$ cat src/ucs_pkg.sv
// ----------------------------------------------------------------------------
// ucs_pkg: shared types and constants of the UDP checksum block
// Operation format that travels from the front end to the accumulator,
// queue status, item codes and default sizes.
// ----------------------------------------------------------------------------
package ucs_pkg;

   // item codes of the action field
   localparam logic ACTION_HEADER  = 1'b0;
   localparam logic ACTION_PAYLOAD = 1'b1;

   // a header adds nine 16-bit words: the sum fits in 20 bits
   localparam int HDR_SUM_W = 20;
   localparam int WORD_W    = 16;
   localparam int SUM_W     = 32;

   localparam int QUEUE_DEPTH_DEFAULT = 2;

   // one accumulator operation
   typedef struct packed {
      logic                 load;   // replace the sum instead of adding
      logic                 last;   // close the packet, emit a checksum
      logic [HDR_SUM_W-1:0] value;
   } ucs_op_type;

   // queue status seen by front and back
   typedef struct packed {
      logic full;
      logic not_empty;
   } ucs_q_stat_type;

endpackage

$ cat src/ucs_front.sv
// ----------------------------------------------------------------------------
// ucs_front: item classification
// Turns each accepted item into at most one accumulator operation: a header
// becomes a load of its pseudo-header sum, payload bytes pair into words.
// ----------------------------------------------------------------------------
module ucs_front (
   input  logic                    clock,
   input  logic                    reset,
   input  logic                    accept,
   input  logic                    action,
   input  logic [31:0]             source_address,
   input  logic [31:0]             dest_address,
   input  logic [7:0]              protocol_number,
   input  logic [15:0]             udp_length,
   input  logic [15:0]             source_port,
   input  logic [15:0]             dest_port,
   input  logic [7:0]              data_byte,
   input  logic                    last,
   output logic                    push,
   output ucs_pkg::ucs_op_type     push_op
);
   import ucs_pkg::*;

   logic                 pending_ff, pending_in;
   logic [7:0]           held_ff, held_in;
   logic                 need_op;
   logic [HDR_SUM_W-1:0] hdr_sum;

   // pseudo-header plus UDP header, checksum word counted as zero
   assign hdr_sum = HDR_SUM_W'(source_address[31:16]) + HDR_SUM_W'(source_address[15:0])
                  + HDR_SUM_W'(dest_address[31:16])   + HDR_SUM_W'(dest_address[15:0])
                  + HDR_SUM_W'(protocol_number)       + HDR_SUM_W'(udp_length)
                  + HDR_SUM_W'(source_port)           + HDR_SUM_W'(dest_port)
                  + HDR_SUM_W'(udp_length);

   always_comb begin
      need_op       = 1'b1;
      pending_in    = pending_ff;
      held_in       = held_ff;
      push_op.load  = 1'b0;
      push_op.last  = last;
      push_op.value = '0;
      case (action)
         ACTION_HEADER: begin
            push_op.load  = 1'b1;
            push_op.value = hdr_sum;
            pending_in    = 1'b0;
         end
         ACTION_PAYLOAD: begin
            if (pending_ff) begin
               push_op.value = HDR_SUM_W'({held_ff, data_byte});
               pending_in    = 1'b0;
            end else if (last) begin
               // odd final byte: pad the low half with zero
               push_op.value = HDR_SUM_W'({data_byte, 8'h00});
            end else begin
               need_op    = 1'b0;
               pending_in = 1'b1;
               held_in    = data_byte;
            end
         end
         default: begin
            need_op = 1'b0;
         end
      endcase
      if (last) begin
         pending_in = 1'b0;
      end
   end

   assign push = accept & need_op;

   always_ff @(posedge clock) begin
      if (reset) begin
         pending_ff <= 1'b0;
      end else if (accept) begin
         pending_ff <= pending_in;
      end
   end

   always_ff @(posedge clock) begin
      if (accept) begin
         held_ff <= held_in;
      end
   end

endmodule

$ cat src/ucs_queue.sv
// ----------------------------------------------------------------------------
// ucs_queue: operation queue
// Small first-in first-out buffer that decouples the front end from the
// accumulator.
// ----------------------------------------------------------------------------
module ucs_queue #(
   parameter int DEPTH = ucs_pkg::QUEUE_DEPTH_DEFAULT
) (
   input  logic                    clock,
   input  logic                    reset,
   input  logic                    push,
   input  ucs_pkg::ucs_op_type     push_op,
   input  logic                    pop,
   output ucs_pkg::ucs_op_type     head_op,
   output ucs_pkg::ucs_q_stat_type stat
);
   import ucs_pkg::*;

   localparam int PTR_W = $clog2(DEPTH);
   localparam int CNT_W = $clog2(DEPTH + 1);

   ucs_op_type       entry_ff [DEPTH];
   logic [PTR_W-1:0] wr_ptr_ff, wr_ptr_in;
   logic [PTR_W-1:0] rd_ptr_ff, rd_ptr_in;
   logic [CNT_W-1:0] count_ff, count_in;

   assign stat.full      = (count_ff == CNT_W'(DEPTH));
   assign stat.not_empty = (count_ff != '0);
   assign head_op        = entry_ff[rd_ptr_ff];

   always_comb begin
      wr_ptr_in = wr_ptr_ff;
      rd_ptr_in = rd_ptr_ff;
      count_in  = count_ff;
      if (push) begin
         wr_ptr_in = (wr_ptr_ff == PTR_W'(DEPTH - 1)) ? '0 : wr_ptr_ff + PTR_W'(1);
      end
      if (pop) begin
         rd_ptr_in = (rd_ptr_ff == PTR_W'(DEPTH - 1)) ? '0 : rd_ptr_ff + PTR_W'(1);
      end
      if (push && !pop) begin
         count_in = count_ff + CNT_W'(1);
      end else if (pop && !push) begin
         count_in = count_ff - CNT_W'(1);
      end
   end

   always_ff @(posedge clock) begin
      if (reset) begin
         wr_ptr_ff <= '0;
         rd_ptr_ff <= '0;
         count_ff  <= '0;
      end else begin
         wr_ptr_ff <= wr_ptr_in;
         rd_ptr_ff <= rd_ptr_in;
         count_ff  <= count_in;
      end
   end

   always_ff @(posedge clock) begin
      if (push) begin
         entry_ff[wr_ptr_ff] <= push_op;
      end
   end

`ifndef SYNTH
   a_no_overflow: assert property (@(posedge clock) disable iff (reset)
      push |-> (!stat.full || pop))
      else $error("queue written while full");

   a_no_underflow: assert property (@(posedge clock) disable iff (reset)
      pop |-> stat.not_empty)
      else $error("queue read while empty");
`endif

endmodule

$ cat src/ucs_back.sv
// ----------------------------------------------------------------------------
// ucs_back: accumulator and result stage
// Runs the end-around-carry sum, then folds and inverts it into the
// output register.
// ----------------------------------------------------------------------------
module ucs_back (
   input  logic                    clock,
   input  logic                    reset,
   input  ucs_pkg::ucs_q_stat_type q_stat,
   input  ucs_pkg::ucs_op_type     head_op,
   output logic                    pop,
   output logic                    rsp_valid,
   input  logic                    rsp_stall,
   output logic [15:0]             rsp_checksum_value
);
   import ucs_pkg::*;

   logic [SUM_W-1:0]  acc_ff, acc_in;
   logic [SUM_W-1:0]  sum_ff;
   logic              sum_vld_ff, sum_vld_in;
   logic              rsp_valid_ff, rsp_valid_in;
   logic [WORD_W-1:0] rsp_checksum_ff;
   logic              out_free, mid_free;
   logic [SUM_W-1:0]  base;
   logic [SUM_W:0]    wide;
   logic [SUM_W-1:0]  new_sum;
   logic [WORD_W:0]   fold1, fold2;

   assign out_free = !rsp_valid_ff || !rsp_stall;
   assign mid_free = !sum_vld_ff || out_free;
   assign pop      = q_stat.not_empty && mid_free;

   // add with end-around carry; cannot carry twice
   assign base    = head_op.load ? '0 : acc_ff;
   assign wide    = {1'b0, base} + (SUM_W + 1)'(head_op.value);
   assign new_sum = wide[SUM_W-1:0] + SUM_W'(wide[SUM_W]);

   assign fold1 = (WORD_W + 1)'(sum_ff[31:16]) + (WORD_W + 1)'(sum_ff[15:0]);
   assign fold2 = fold1 + (WORD_W + 1)'(fold1[WORD_W]);

   always_comb begin
      acc_in       = acc_ff;
      sum_vld_in   = sum_vld_ff;
      rsp_valid_in = rsp_valid_ff;
      if (out_free) begin
         rsp_valid_in = sum_vld_ff;
      end
      if (mid_free) begin
         sum_vld_in = pop && head_op.last;
      end
      if (pop) begin
         acc_in = head_op.last ? '0 : new_sum;
      end
   end

   always_ff @(posedge clock) begin
      if (reset) begin
         acc_ff       <= '0;
         sum_vld_ff   <= 1'b0;
         rsp_valid_ff <= 1'b0;
      end else begin
         acc_ff       <= acc_in;
         sum_vld_ff   <= sum_vld_in;
         rsp_valid_ff <= rsp_valid_in;
      end
   end

   always_ff @(posedge clock) begin
      if (pop && head_op.last) begin
         sum_ff <= new_sum;
      end
      if (out_free && sum_vld_ff) begin
         rsp_checksum_ff <= ~fold2[WORD_W-1:0];
      end
   end

   assign rsp_valid          = rsp_valid_ff;
   assign rsp_checksum_value = rsp_checksum_ff;

`ifndef SYNTH
   a_clear_after_last: assert property (@(posedge clock) disable iff (reset)
      (pop && head_op.last) |=> (acc_ff == '0))
      else $error("sum not cleared after closing a packet");

   a_rsp_from_sum: assert property (@(posedge clock) disable iff (reset)
      $rose(rsp_valid_ff) |-> $past(sum_vld_ff))
      else $error("result raised without a closed sum");

   a_sum_held: assert property (@(posedge clock) disable iff (reset)
      (sum_vld_ff && !out_free) |=> (sum_vld_ff && $stable(sum_ff)))
      else $error("closed sum lost while output stalled");
`endif

endmodule

$ cat src/udp_checksum_with_pseudo_header.sv
// ----------------------------------------------------------------------------
// udp_checksum_with_pseudo_header: IPv4 UDP checksum engine
// Header beats load the pseudo-header and UDP header sum, payload beats add
// bytes paired into network-order words, and the last beat of a packet
// yields the inverted folded ones' complement sum.
// ----------------------------------------------------------------------------
//
//   channel   direction   handshake              payload
//   req_      in          req_valid / req_stall  action, addresses, ports, byte, last
//   rsp_      out         rsp_valid / rsp_stall  checksum_value
//
// - One beat per cycle, sustained, with no output stall. A closing beat's checksum
//   passes the operation queue, the closed-sum register and the output register.
//   The accumulator sets the pace: one 32-bit add with end-around carry per cycle.
// - Synchronous active-high reset clears the sum, the pending byte, the
//   queue and the result stage.
// - req_stall rises only when the operation queue is full; the accumulator
//   stops only while a closed sum waits behind a stalled output register.
// ----------------------------------------------------------------------------
module udp_checksum_with_pseudo_header #(
   parameter int QUEUE_DEPTH = ucs_pkg::QUEUE_DEPTH_DEFAULT
) (
   input  logic        clock,
   input  logic        reset,
   input  logic        req_valid,
   output logic        req_stall,
   input  logic        req_action,
   input  logic [31:0] req_source_address,
   input  logic [31:0] req_dest_address,
   input  logic [7:0]  req_protocol_number,
   input  logic [15:0] req_udp_length,
   input  logic [15:0] req_source_port,
   input  logic [15:0] req_dest_port,
   input  logic [7:0]  req_data_byte,
   input  logic        req_last,
   output logic        rsp_valid,
   input  logic        rsp_stall,
   output logic [15:0] rsp_checksum_value
);
   import ucs_pkg::*;

   ucs_op_type     push_op, head_op;
   ucs_q_stat_type q_stat;
   logic           accept, push, pop;

   // hold the request side only while the queue has no room
   assign req_stall = q_stat.full;
   assign accept    = req_valid && !q_stat.full;

   // classify the beat and pair payload bytes
   ucs_front u_front (
      .clock           (clock),
      .reset           (reset),
      .accept          (accept),
      .action          (req_action),
      .source_address  (req_source_address),
      .dest_address    (req_dest_address),
      .protocol_number (req_protocol_number),
      .udp_length      (req_udp_length),
      .source_port     (req_source_port),
      .dest_port       (req_dest_port),
      .data_byte       (req_data_byte),
      .last            (req_last),
      .push            (push),
      .push_op         (push_op)
   );

   // buffer operations between the two halves
   ucs_queue #(
      .DEPTH (QUEUE_DEPTH)
   ) u_queue (
      .clock   (clock),
      .reset   (reset),
      .push    (push),
      .push_op (push_op),
      .pop     (pop),
      .head_op (head_op),
      .stat    (q_stat)
   );

   // accumulate, fold and drive the result
   ucs_back u_back (
      .clock              (clock),
      .reset              (reset),
      .q_stat             (q_stat),
      .head_op            (head_op),
      .pop                (pop),
      .rsp_valid          (rsp_valid),
      .rsp_stall          (rsp_stall),
      .rsp_checksum_value (rsp_checksum_value)
   );

endmodule
$ cat config.mk
export PLATFORM = sky130hd
export DESIGN_NAME = udp_checksum_with_pseudo_header
export DESIGN_NICKNAME = d
export VERILOG_FILES = /design/src/ucs_pkg.sv /design/src/ucs_front.sv /design/src/ucs_queue.sv /design/src/ucs_back.sv /design/src/udp_checksum_with_pseudo_header.sv
export SDC_FILE = /design/constraint.sdc
export NUM_CORES = 1
export LEC_CHECK = 0
export ABC_AREA = 0
export ABC_CLOCK_PERIOD_IN_PS = 8500
export BUFFER_PORTS_ARGS = -buffer_cell sky130_fd_sc_hd__buf_2
export CORE_ASPECT_RATIO = 0.75
export CORE_MARGIN = 5
export CORE_UTILIZATION = 38
export CTS_CLUSTER_SIZE = 14
export DETAILED_ROUTE_END_ITERATION = 8
export PLACE_DENSITY_LB_ADDON = 0.08
export SLEW_MARGIN = 20
export SYNTH_ARGS = -nofsm -noshare
export SYNTH_HDL_FRONTEND = slang
export SYNTH_SLANG_ARGS = --single-unit
export TNS_END_PERCENT = 20
$ cat constraint.sdc
create_clock -name clock -period 8.5 [get_ports clock]
set_input_delay 2.55 -clock clock [delete_from_list [all_inputs] [get_ports clock]]
set_output_delay 2.55 -clock clock [all_outputs]
set_load 0.03 [all_outputs]
Yosys cells after proc, flatten, opt, wreduce, memory -nomap -nowiden
Memory sizes are Yosys's and may differ from the RTL's. A register that Yosys moved wholly into a read port is not among the register bits.
Index checks and enable logic that the tools add are counted.
Operators by class
  divide/modulo/power cells: 0
  $add $sub $neg: 16
  multiplexer cells: 20
  equal/unequal tests: 1
  order comparisons: 0
  reduce and logical (&&, ||, !) cells: 17
  bitwise logic cells: 5
  multiply operators: 0
  shift operators: 0
Operator list (number)
  $add 20x16->20: 6
  $mux 32: 2
  $pmux 20 s2: 1
  $add 16x16->17: 2
  $add 32x20->33: 1
  $add 32x1->32: 1
  $add 20x8->20: 1
  $mux 20: 1
  $add 16x1->16: 1
  $mux 16: 1
  $not 16->16: 1
  $mux 1: 12
  $logic_and 1x1->1: 6
  $logic_not 1->1: 6
  $mux 2: 2
  $reduce_and 4->1: 1
  $reduce_bool 2->1: 2
  $not 1->1: 3
  $add 1x1->1 const B: 2
  $add 2x1->2 const B: 1
  $eq 2x2->1 const B: 1
  $logic_or 1x1->1: 2
  $pmux 1 s2: 1
  $sub 2x1->2 const B: 1
  $and 1x1->1: 1
Storage, ports and cells
  bits in read-only memories: 0
  flip-flop bits (word level): 95
  logic and storage cells: 70
  output and inout port bits: 18
  bits in latches: 0
  memory bits (writable): 44
  memories: 1
Memory list
  u_queue.entry_ff: depth 2, bits a word 22, read ports 1, clocked after Yosys merged registers in 1, write ports 1, RTL line ucs_queue.sv:22  | ucs_op_type entry_ff [DEPTH];

Longest topological paths before layout
Gate-level depths: netlist of the first run.
  depth after elaboration: 9
  mapped depth: 28
  mapped depth without buffers: 28

Cells and area by module
A second synthesis of the first run with hierarchy kept.
Unflattened totals
  cells, all modules: 1305
  area total of the unflattened synthesis: 12371.9 um^2
By module, submodules not included
  ucs_back: instances 1, cells an instance 716, area each 6423.7 um^2
  ucs_front: instances 1, cells an instance 498, area each 4145.2 um^2
  ucs_queue: instances 1, cells an instance 90, area each 1789.2 um^2
  udp_checksum_with_pseudo_header: instances 1, cells an instance 1, area each 13.8 um^2

Worst setup path before layout of the first run
OpenSTA, ideal clock, no wires.
  path type: input -> register
  start: input port req_source_address[0]
  end: memory u_queue.entry_ff[0][19] (netlist bit) (data pin)
  path slack: 0.126 ns
  cell stages on the path: 28
  path buffers: 0
  data arrival time: 8.110 ns
  data required time: 8.236 ns
  path through: ha_1 inv_1 fa_1 nor2b_1 o21ai_0 a21boi_0 o21ai_0 a21boi_0 o21ai_0 a21boi_0 o21ai_0 nor2b_1 xnor2_1 fa_1 inv_1 fa_1 fa_1 inv_1 ha_1 ha_1 nand3_1 nand2_1 a41o_1 o211ai_1 o211ai_1 o21ai_0 a21boi_0 o311a_1
RTL lines
  start, declared: RTL line udp_checksum_with_pseudo_header.sv:28  | input logic [31:0] req_source_address,
  end, declared: RTL line ucs_queue.sv:22

==> results of run 1 <==
where the power goes:
group          internal, mW  switching (mW)
clock                 0.429           0.305
combinational          1.51            1.85
sequential             1.08          0.0609
total                  3.02            2.22
cell usage in the layout (no fill, tap or decap), types with 14 or more instances in the layout:
cell,instances
inv_1,154
buf_2,151
edfxtp_1,100
ha_1,88
fa_1,75
nor2_1,70
nand2_1,69
xnor2_1,57
a21oi_1,56
buf_4,42
dfxtp_1,40
xor2_1,36
o21ai_0,32
and2_1,30
nand3_1,28
nor3_1,23
mux2_2,22
a22oi_1,22
clkbuf_16,18
a21o_1,17
nor2b_1,14
sequential cells by signal, indices dropped and copies added, names as in the netlist, named ones only:
register	count
u_back.acc_ff	32
u_back.rsp_checksum_value	16
u_back.rsp_valid	1
u_back.sum_ff	32
u_back.sum_vld_ff	1
u_front.held_ff	8
u_front.pending_ff	1
u_queue.count_ff	2
u_queue.entry_ff	44
u_queue.rd_ptr_ff	1
u_queue.wr_ptr_ff	1
per-layer routing:
layer,part of all wire [%],GRT usage (%),up-vias
li1,-,-,4473
met1,52,25.48,4290
met2,43,24.23,146
met3,4.3,3.089,15
met4,0.76,2.937,0
met5,0,0,-
critical path: stages:
cell	delay, ns
buf_2	0.08
ha_1	0.15
inv_1	0.05
fa_1	0.37
nor2b_1	0.13
o21ai_1	0.11
a21boi_2	0.18
o21ai_1	0.10
a21boi_1	0.23
o21ai_1	0.11
a21boi_1	0.14
buf_4	0.14
o21ai_1	0.08
a21oi_1	0.27
xor2_1	0.14
fa_1	0.49
inv_1	0.05
fa_1	0.50
fa_1	0.54
inv_1	0.04
ha_1	0.29
ha_1	0.23
or3_1	0.34
o211ai_1	0.26
o211ai_1	0.15
o21ai_1	0.18
a21boi_1	0.12
o311a_1	0.31
final cells by class:
class,instances,area (um2),share of cell area (%)
flip-flops and latches,140,3804,27.68
clock inverters,12,112.6,0.8195
clock buffers,20,467.9,3.405
inverters,155,581.8,4.234
multi-input cells,848,7206,52.44
repair buffers,193,1071,7.794
well taps,399,499.2,3.633
stage by stage:
step           cells  setup slack, ns
2_1_floorplan   1172           0.1260
3_3_place_gp    1735          -0.5491
3_5_place_dp    1735          -0.6288
4_1_cts         1767          0.01225
5_1_grt         1767          0.01872
6_report        1767           0.3276
cell usage after synthesis (all sizes together), types with 9 or more instances:
library cell,number
inv,154
edfxtp,100
ha,89
fa,75
nor2,71
nand2,70
xnor2,59
a21oi,57
o21ai,43
dfxtp,40
xor2,37
and2,31
nand3,28
nor3,24
a22oi,22
mux2,22
clkbuf,21
a21o,17
nor2b,15
and3,14
a21boi,12
a31oi,12
nand2b,11
nand4,11
o211ai,11
o21bai,10
nand3b,9
logic make-up (layout without fill, tap and decap cells):
kind of cell,Yosys count,count (layout),synth area share (%)
AO/OA/AOI/OAI,240,240,14.07
XOR/XNOR,97,97,7.696
adder cells (fa/ha/maj),164,164,22.43
buffers and inverters,184,380,6.032
flip-flops,140,140,32.63
multiplexers,26,26,2.576
AND/OR/NAND/NOR,321,321,14.57
worst max-delay path by stage:
stage	startpoint	to	slack, ns	depth (start not counted)
finish	req_source_address[16]	u_queue.entry_ff[1][19]	0.33	28
global route	req_source_address[0]	u_queue.entry_ff[1][19]	0.02	30
CTS	req_source_address[0]	u_queue.entry_ff[1][19]	0.01	30
detailed placement	req_source_address[0]	u_queue.entry_ff[1][19]	-0.63	30
global placement	req_source_address[0]	u_queue.entry_ff[0][19]	-0.55	30
floorplan	req_source_address[0]	u_queue.entry_ff[0][19]	0.13	28
timing repair:
action	4_1_cts	5_1_grt
hold endpoints to repair	0	0
setup endpoints to repair	6	10
gates resized for setup	3	10
pin swaps	2	6
==> impl_metrics.py, run 1 <==
metrics = {
    "status": {
        "status": "complete, no violations",
    },
    "worst_setup_path": {
        "cp_max_fo": 3,
        "critPathCaptureType": "register",
        "arrival_ns": 8.34,
        "crit_type": "in2reg",
        "reg2reg_slack_ns": 2.10,
        "crit_required_ns": 8.67,
        "reg2reg_depth": 22,
        "critPathLaunchType": "primary input",
        "regToRegEndpoint": "u_back.sum_ff[30]",
    },
    "sta": {
        "whs_ns": 0.4582,
        "fin_worst_skew_ns": 0.007166,
        "timing.final.hold_violations": 0,
        "max_slew_margin_pct": 31.48,
        "report.final.slew_viol_count": 0,
        "tns_ns": 0,
        "rsz0062_at_grt": "false",
        "min_period_ns": 8.172,
        "max_freq_ghz": 0.1224,
        "setup_violations": 0,
        "layout_worst_path_cycle_share_pct": 96.15,
        "worst_slew_pin_slew_ns": 0.9993,
    },
    "synthesis": {
        "ys_types": 86,
        "synth.ff_latch_count": 140,
        "ys_async_sr_fraction_pct": 0,
        "syn_inst": 1172,
        "synth_nets": 1470,
        "synth_edf_count": 100,
        "ys.warnings.count": 0,
        "yosysSeqAreaShare_pct": 32.63,
        "syn_area_per_cell_um2": 9.947,
        "yosys.area.top_type": "edfxtp_1",
        "synth_top_area_share_pct": 25.76,
        "syn_area_um2": 11660,
        "synth-main-ff-cell": "edfxtp_1",
        "ys_top_cells_by_area": "edfxtp_1 26%, fa_1 13%, ha_1 9.6%",
    },
    "drt": {
        "ant_nets": 0,
        "first_iter_violations": 464,
        "wl_um": 27440,
        "drcViolationCount": 0,
        "dr.pass1.iters": 5,
        "drt-vias-per-instance": 5.050,
        "wl_per_cell_um": 15.53,
        "vias": 8924,
    },
    "global_routing": {
        "antenna_found_initial": 0,
        "grt_pass1_vias": 8822,
        "grt_first_pass_wirelength_um": 45310,
        "grt_max_degree": 42,
        "groute.usage.overall_pct": 16.44,
        "grt-ovfl-total": 0,
    },
    "layout": {
        "syn2layout_area_growth_pct": 17.88,
        "fillers": 2905,
        "utilization_pct": 45.49,
        "layout-drive-gt1-share_pct": 20.47,
        "final_area_um2": 13740,
        "n_antenna_cell": 0,
        "nNetsFinal": 1653,
    },
    "pwr": {
        "p_leak_nw": 6.023,
        "finalPower_mw": 5.237,
        "power_density_nw_per_um2": 381.1,
        "ir_drop_mv": 0.2684,
    },
    "hold_path": {
        "min_from": "u_back.acc_ff[0]",
        "holdPathEnd": "u_back.acc_ff[0]",
        "hold_class": "reg2reg",
        "min_path_cells": 2,
    },
    "floorplanning": {
        "die_area_um2": 34320,
        "start_util_pct": 38.59,
        "die_w_um": 212.2,
        "core_region_area_um2": 30210,
        "rows": 55,
        "ios": 152,
        "fp.dieH_um": 161.7,
    },
    "placed_design": {
        "dp_hpwl_um": 22160,
        "place_congestion": 0.8169,
        "io_buffers": 151,
        "dpl_cell_area_um2": 13130,
    },
    "clocking": {
        "clock-root-buffer": "clkbuf_16",
        "clk_latency_ns": 0.43,
        "clkTransAtPathRegs_ns": 0.06,
        "cts.sinks": 140,
        "clockBufferDepth": 2,
        "tritoncts": "built",
        "postCtsHoldBufs": 0,
        "cts_max_level": 4,
        "post_cts_buffers": 0,
        "cts_buffers": 17,
    },
    "run": {
        "maxCapViolCount": 0,
    },
}
No activity file was read; power rests on OpenSTA's default activity.
==> inputs of run 2 (changes only) <==
BUFFER_PORTS_ARGS = not set   (was -buffer_cell sky130_fd_sc_hd__buf_2)
DONT_BUFFER_PORTS = 1   (was not set)
RECOVER_POWER = 100   (was not set)
==> impl_metrics.py, run 2 (synthesis results as in run 1) <==
metrics = {
    "status": {
        "status": "finished with violations",
        "violations": "max-capacitance violations, max-slew violations",
    },
    "layout": {
        "syn2layout_area_growth_pct": 11.18,
        "n_antenna_cell": 0,
        "layout.cells.non_filler": 1614,
        "reg_top3": "u_queue.entry_ff x44, u_back.acc_ff x32, u_back.sum_ff x32",
        "nNetsFinal": 1500,
        "mostFrequentLayoutCell": "inv_1",
        "layout-drive-gt1-share_pct": 9.300,
        "top_register": "u_queue.entry_ff",
        "layout_common_cells": "154 x inv_1, 100 x edfxtp_1, 89 x ha_1",
        "largest_reg_flops": 44,
        "fillers": 2981,
    },
    "sta": {
        "fin_worst_skew_ns": 0.008039,
        "whs_ns": 0.4469,
        "max_slew_margin_pct": -71.10,
        "worst_slew_pin_slew_ns": 2.544,
        "tns_ns": 0,
        "min_period_ns": 8.191,
        "setup_violations": 0,
        "max_freq_ghz": 0.1221,
        "timing.final.hold_violations": 0,
        "report.final.slew_viol_count": 137,
        "layout_worst_path_cycle_share_pct": 96.37,
        "setup_slack_ns": 0.3088,
    },
    "clocking": {
        "clkTransAtPathRegs_ns": 0.06,
        "cts.sinks": 140,
        "cts_buffers": 17,
        "clockBufferDepth": 2,
        "tritoncts": "built",
        "clock-root-buffer": "clkbuf_16",
        "clk_latency_ns": 0.43,
        "cts_max_level": 4,
        "postCtsHoldBufs": 0,
    },
    "floorplanning": {
        "die_w_um": 212.2,
        "fp.dieH_um": 161.7,
        "start_util_pct": 38.59,
        "rows": 55,
        "die_area_um2": 34320,
        "core_region_area_um2": 30210,
        "ios": 152,
    },
    "worst_setup_path": {
        "cp_slowest_cell": "fa_1",
        "regToRegEndpoint": "u_back.sum_ff[26]",
        "cp-startpoint": "req_source_address[0]",
        "reg2reg_slack_ns": 0.72,
        "critPathCaptureType": "register",
        "crit_required_ns": 8.67,
        "reg2reg_depth": 22,
        "critPathLaunchType": "primary input",
        "cp_max_fo": 4,
        "critical_path.max_stage_delay_ns": 0.54,
        "arrival_ns": 8.36,
        "crit_type": "in2reg",
    },
    "drt": {
        "vias": 8232,
        "drcViolationCount": 0,
        "wl_um": 26740,
        "wl_per_cell_um": 16.57,
        "dr.pass1.iters": 5,
        "drt-vias-per-instance": 5.100,
        "first_iter_violations": 440,
        "ant_nets": 0,
    },
    "pwr": {
        "comb_power_share_pct": 61.3,
        "cell_internal_pwr_mw": 3.063,
        "power_switching_mw": 2.180,
        "clkPwrFrac_pct": 16.1,
        "p_leak_nw": 5.430,
        "switching_share_pct": 41.58,
        "seqPwrFrac_pct": 22.6,
        "ir_drop_mv": 0.2122,
        "finalPower_mw": 5.243,
        "power_density_nw_per_um2": 404.5,
    },
    "hold_path": {
        "hold_class": "reg2reg",
        "holdPathEnd": "u_back.acc_ff[0]",
        "min_from": "u_back.acc_ff[0]",
        "min_path_cells": 2,
    },
    "run": {
        "maxCapViolCount": 6,
    },
    "placed_design": {
        "io_buffers": 0,
        "place_congestion": 0.8051,
        "pre_cts_ws_ns": -0.5463,
        "dp.cells": 1580,
        "dp_hpwl_um": 21580,
    },
    "global_routing": {
        "grt_first_pass_wirelength_um": 43760,
        "antenna_found_initial": 0,
        "grt_pass1_vias": 8249,
        "groute.usage.overall_pct": 15.98,
        "grt_max_degree": 42,
        "grt-ovfl-total": 0,
    },
}
[run 2: critical path, delay by kind of cell]
kind / cells / cell delay (ns)
buf+inv: 4 / 0.28
fa+ha+maj: 7 / 2.67
simple gates: 4 / 0.46
xor+xnor: 1 / 0.13
compound gates: 13 / 2.27
[run 2: how the worst max path moves through the flow]
stage,end,cells after the start
final,u_queue.entry_ff[0][19],29
after global routing,u_queue.entry_ff[1][19],29
after floorplan,u_queue.entry_ff[0][19],28
after detailed placement,u_queue.entry_ff[0][19],29
after global placement,u_queue.entry_ff[0][19],29
after CTS,u_queue.entry_ff[0][19],29
[run 2: cell type report]
type                    instances  area (um2)  share of cell area (%)
clock inverters                10       131.4                   1.014
flip-flops and latches        140        3804                   29.35
clock buffers                  22       550.5                   4.248
inverters                     155       581.8                   4.489
multi-input cells             848        7113                   54.88
well taps                     399       499.2                   3.852
repair buffers                 40       281.5                   2.172
[run 2: repair_timing]
item                                    in CTS  in global routing
endpoints found under the setup margin       4                 12
resized for setup                            2                  8
endpoints found under the hold margin        0                  0
pin swaps                                    1                  5
buffers inserted                             0                  2
[run 2: power by group through the flow]
stage	Clock [mW]	Combinational, mW	Sequential [mW]
6_report	0.842	3.22	1.19
5_1_grt	0.892	3.67	1.21
4_1_cts	0.861	3.24	1.19
3_5_place_dp	0	3.21	1.20
3_3_place_gp	0	3.21	1.20
2_1_floorplan	0	2.35	1.17
[run 2: layer usage]
layer	global-route usage (%)	up-vias	part of all wire (%)
li1	-	4170	-
met1	24.74	3906	53
met2	23.20	143	42
met3	3.379	13	4.5
met4	3.024	0	0.91
met5	0	-	0
[run 2: per-stage QoR]
step | cell area (um2) | util, %
6_report | 12960 | 42.90
5_1_grt | 12960 | 42.90
4_1_cts | 13030 | 43.12
3_5_place_dp | 12340 | 40.86
3_3_place_gp | 12340 | 40.83
2_1_floorplan | 11660 | -
==> inputs of run 3 (changes only) <==
==> constraint.sdc (replaced) <==
create_clock -name clock -period 8.5 [get_ports clock]
set_input_delay 0.85 -clock clock [delete_from_list [all_inputs] [get_ports clock]]
set_output_delay 0.85 -clock clock [all_outputs]
set_load 0.03 [all_outputs]
==> impl_metrics.py, run 3 (synthesis results as in run 1) <==
metrics = {
    "status": {
        "status": "finished with violations",
        "violations": "max-capacitance violations, max-slew violations",
    },
    "worst_setup_path": {
        "cp_slowest_cell": "mux2i_1",
        "arrival_ns": 7.55,
        "path_buf_inv": 2,
        "critPathTopFamily": "simple AND/OR/NAND/NOR gates",
        "critPathCaptureType": "register",
        "cp_cell_sequence": "mux2i_1 > clkbuf_1 > and2_0 > ha_1 > a21o_1 > a311oi_1 > o21bai_1 > or3_1 > o21a_1 > nand2_1 > nor3_1 > clkbuf_1 > ha_1 > ha_1 > and2_0 > and3_1 > and4_1 > and4_1 > and3_1 > o21ai_0 > xnor2_1 > nor2_1",
        "crit_required_ns": 8.72,
        "critical_path.max_stage_delay_ns": 1.09,
        "critPathLaunchType": "register",
        "crit_path_frequent_cell": "ha_1",
        "crit_type": "reg2reg",
        "cp_max_fo": 21,
    },
    "pwr": {
        "seqPwrFrac_pct": 24.3,
        "switching_share_pct": 43.15,
        "power_switching_mw": 2.111,
        "p_leak_nw": 5.225,
        "ir_drop_mv": 0.2013,
        "cell_internal_pwr_mw": 2.781,
        "power_density_nw_per_um2": 387.1,
        "comb_power_share_pct": 60.0,
        "clkPwrFrac_pct": 15.7,
    },
    "clocking": {
        "cts_max_level": 4,
        "clk_latency_ns": 0.43,
        "cts_resized": 0,
        "cts.sinks": 140,
        "post_cts_buffers": 0,
        "tritoncts": "built",
        "clockBufferDepth": 2,
        "clkTransAtPathRegs_ns": 0.07,
        "cts_buffers": 17,
        "clock-root-buffer": "clkbuf_16",
        "postCtsHoldBufs": 0,
    },
    "placed_design": {
        "dp_hpwl_um": 21630,
        "place_congestion": 0.8260,
        "io_buffers": 0,
    },
    "global_routing": {
        "grt-ovfl-total": 0,
        "grt_pass1_vias": 8230,
        "groute.usage.overall_pct": 16.06,
        "grt_max_degree": 42,
        "antenna_found_initial": 0,
        "grt_first_pass_wirelength_um": 44030,
    },
    "layout": {
        "fillers": 2923,
        "multi_input_comb_area_um2": 7112,
        "reg_top3": "u_queue.entry_ff x44, u_back.acc_ff x32, u_back.sum_ff x32",
        "n_antenna_cell": 0,
        "layout_common_cells": "154 x inv_1, 100 x edfxtp_1, 89 x ha_1",
        "seq_area_um2": 3804,
        "layout-drive-gt1-share_pct": 6.430,
        "nNetsFinal": 1467,
        "mostFrequentLayoutCell": "inv_1",
        "largest_reg_flops": 44,
        "syn2layout_area_growth_pct": 8.394,
        "utilization_pct": 41.83,
        "top_register": "u_queue.entry_ff",
    },
    "run": {
        "maxCapViolCount": 5,
    },
    "floorplanning": {
        "fp.dieH_um": 161.7,
        "rows": 55,
        "die_area_um2": 34320,
        "start_util_pct": 38.59,
        "core_region_area_um2": 30210,
        "die_w_um": 212.2,
        "ios": 152,
    },
    "sta": {
        "layout_worst_path_cycle_share_pct": 86.26,
        "max_freq_ghz": 0.1364,
        "min_period_ns": 7.332,
        "report.final.slew_viol_count": 119,
        "timing.final.hold_violations": 0,
        "tns_ns": 0,
        "setup_violations": 0,
        "max_slew_margin_pct": -86.47,
        "worst_slew_pin_slew_ns": 2.772,
        "rsz0062_at_grt": "false",
        "fin_worst_skew_ns": 0.01044,
    },
    "drt": {
        "wl_um": 26690,
        "drt-vias-per-instance": 5.144,
        "ant_nets": 0,
        "drcViolationCount": 0,
        "vias": 8133,
        "wl_per_cell_um": 16.88,
        "dr.pass1.iters": 5,
        "first_iter_violations": 368,
    },
    "hold_path": {
        "hold_class": "reg2reg",
    },
}
run 3: cell count changes in the layout (fill, tap and decap cells not counted), sizes merged:
cell	delta
clkbuf	+1
inv	-4
clkinv	+1
clkinvlp	+2
buf	-33
run 3: worst paths after layout:
path,startpoint,to,slack (ns),depth (start not counted)
worst min-delay path,u_back.acc_ff[0],u_back.acc_ff[0],0.44,2
worst min register to register,u_back.acc_ff[0],u_back.acc_ff[0],0.44,2
worst max register to register,register,u_back.sum_ff[22],1.17,22
worst max-delay path,register,u_back.sum_ff[22],1.17,22
run 3: stage by stage:
stage                     cells  hold slack [ns]  power, mW  instance area (um2)  setup slack (ns)
final                      1581           0.4426      4.891                12640             1.168
after global routing       1581           0.4767      5.426                12640            0.5972
after CTS                  1581           0.4422      4.966                12720             1.388
after detailed placement   1549           0.4340      4.163                12110            0.9828
after global placement     1549           0.4312      4.163                12100             1.103
after floorplan            1172           0.4273      3.520                11660             1.826
run 3: layer usage:
layer | up-vias | track usage, % | wire length, um
met5 | - | 0 | 0
met4 | 0 | 2.879 | 199
met3 | 13 | 2.838 | 721
met2 | 99 | 23.64 | 11250
met1 | 3930 | 25.02 | 14520
li1 | 4091 | - | -
run 3: final cells by class:
cell class | count | area share (%)
multi-input cells | 848 | 56.28
flip-flops and latches | 140 | 30.10
inverters | 155 | 4.604
clock buffers | 23 | 3.951
well taps | 399 | 3.951
clock inverters | 9 | 0.8714
repair buffers | 7 | 0.2376
run 3: power by group through the flow:
stage          clock network [mW]  logic (mW)  registers (mW)
2_1_floorplan                   0        2.35            1.17
3_3_place_gp                    0        2.96            1.20
3_5_place_dp                    0        2.96            1.20
4_1_cts                     0.786        2.99            1.19
5_1_grt                     0.816        3.40            1.21
6_report                    0.768        2.93            1.19
run 3: worst register-to-register path, cell delays in order (launching register included):
cell,delay [ns]
dfxtp_1,0.34
mux2i_1,1.09
clkbuf_1,0.79
and2_0,0.24
ha_1,0.32
a21o_1,0.24
a311oi_1,0.30
o21bai_1,0.18
or3_1,0.35
o21a_1,0.29
nand2_1,0.23
nor3_1,0.08
clkbuf_1,0.20
ha_1,0.27
ha_1,0.19
and2_0,0.22
and3_1,0.27
and4_1,0.26
and4_1,0.28
and3_1,0.20
o21ai_0,0.39
xnor2_1,0.12
nor2_1,0.27
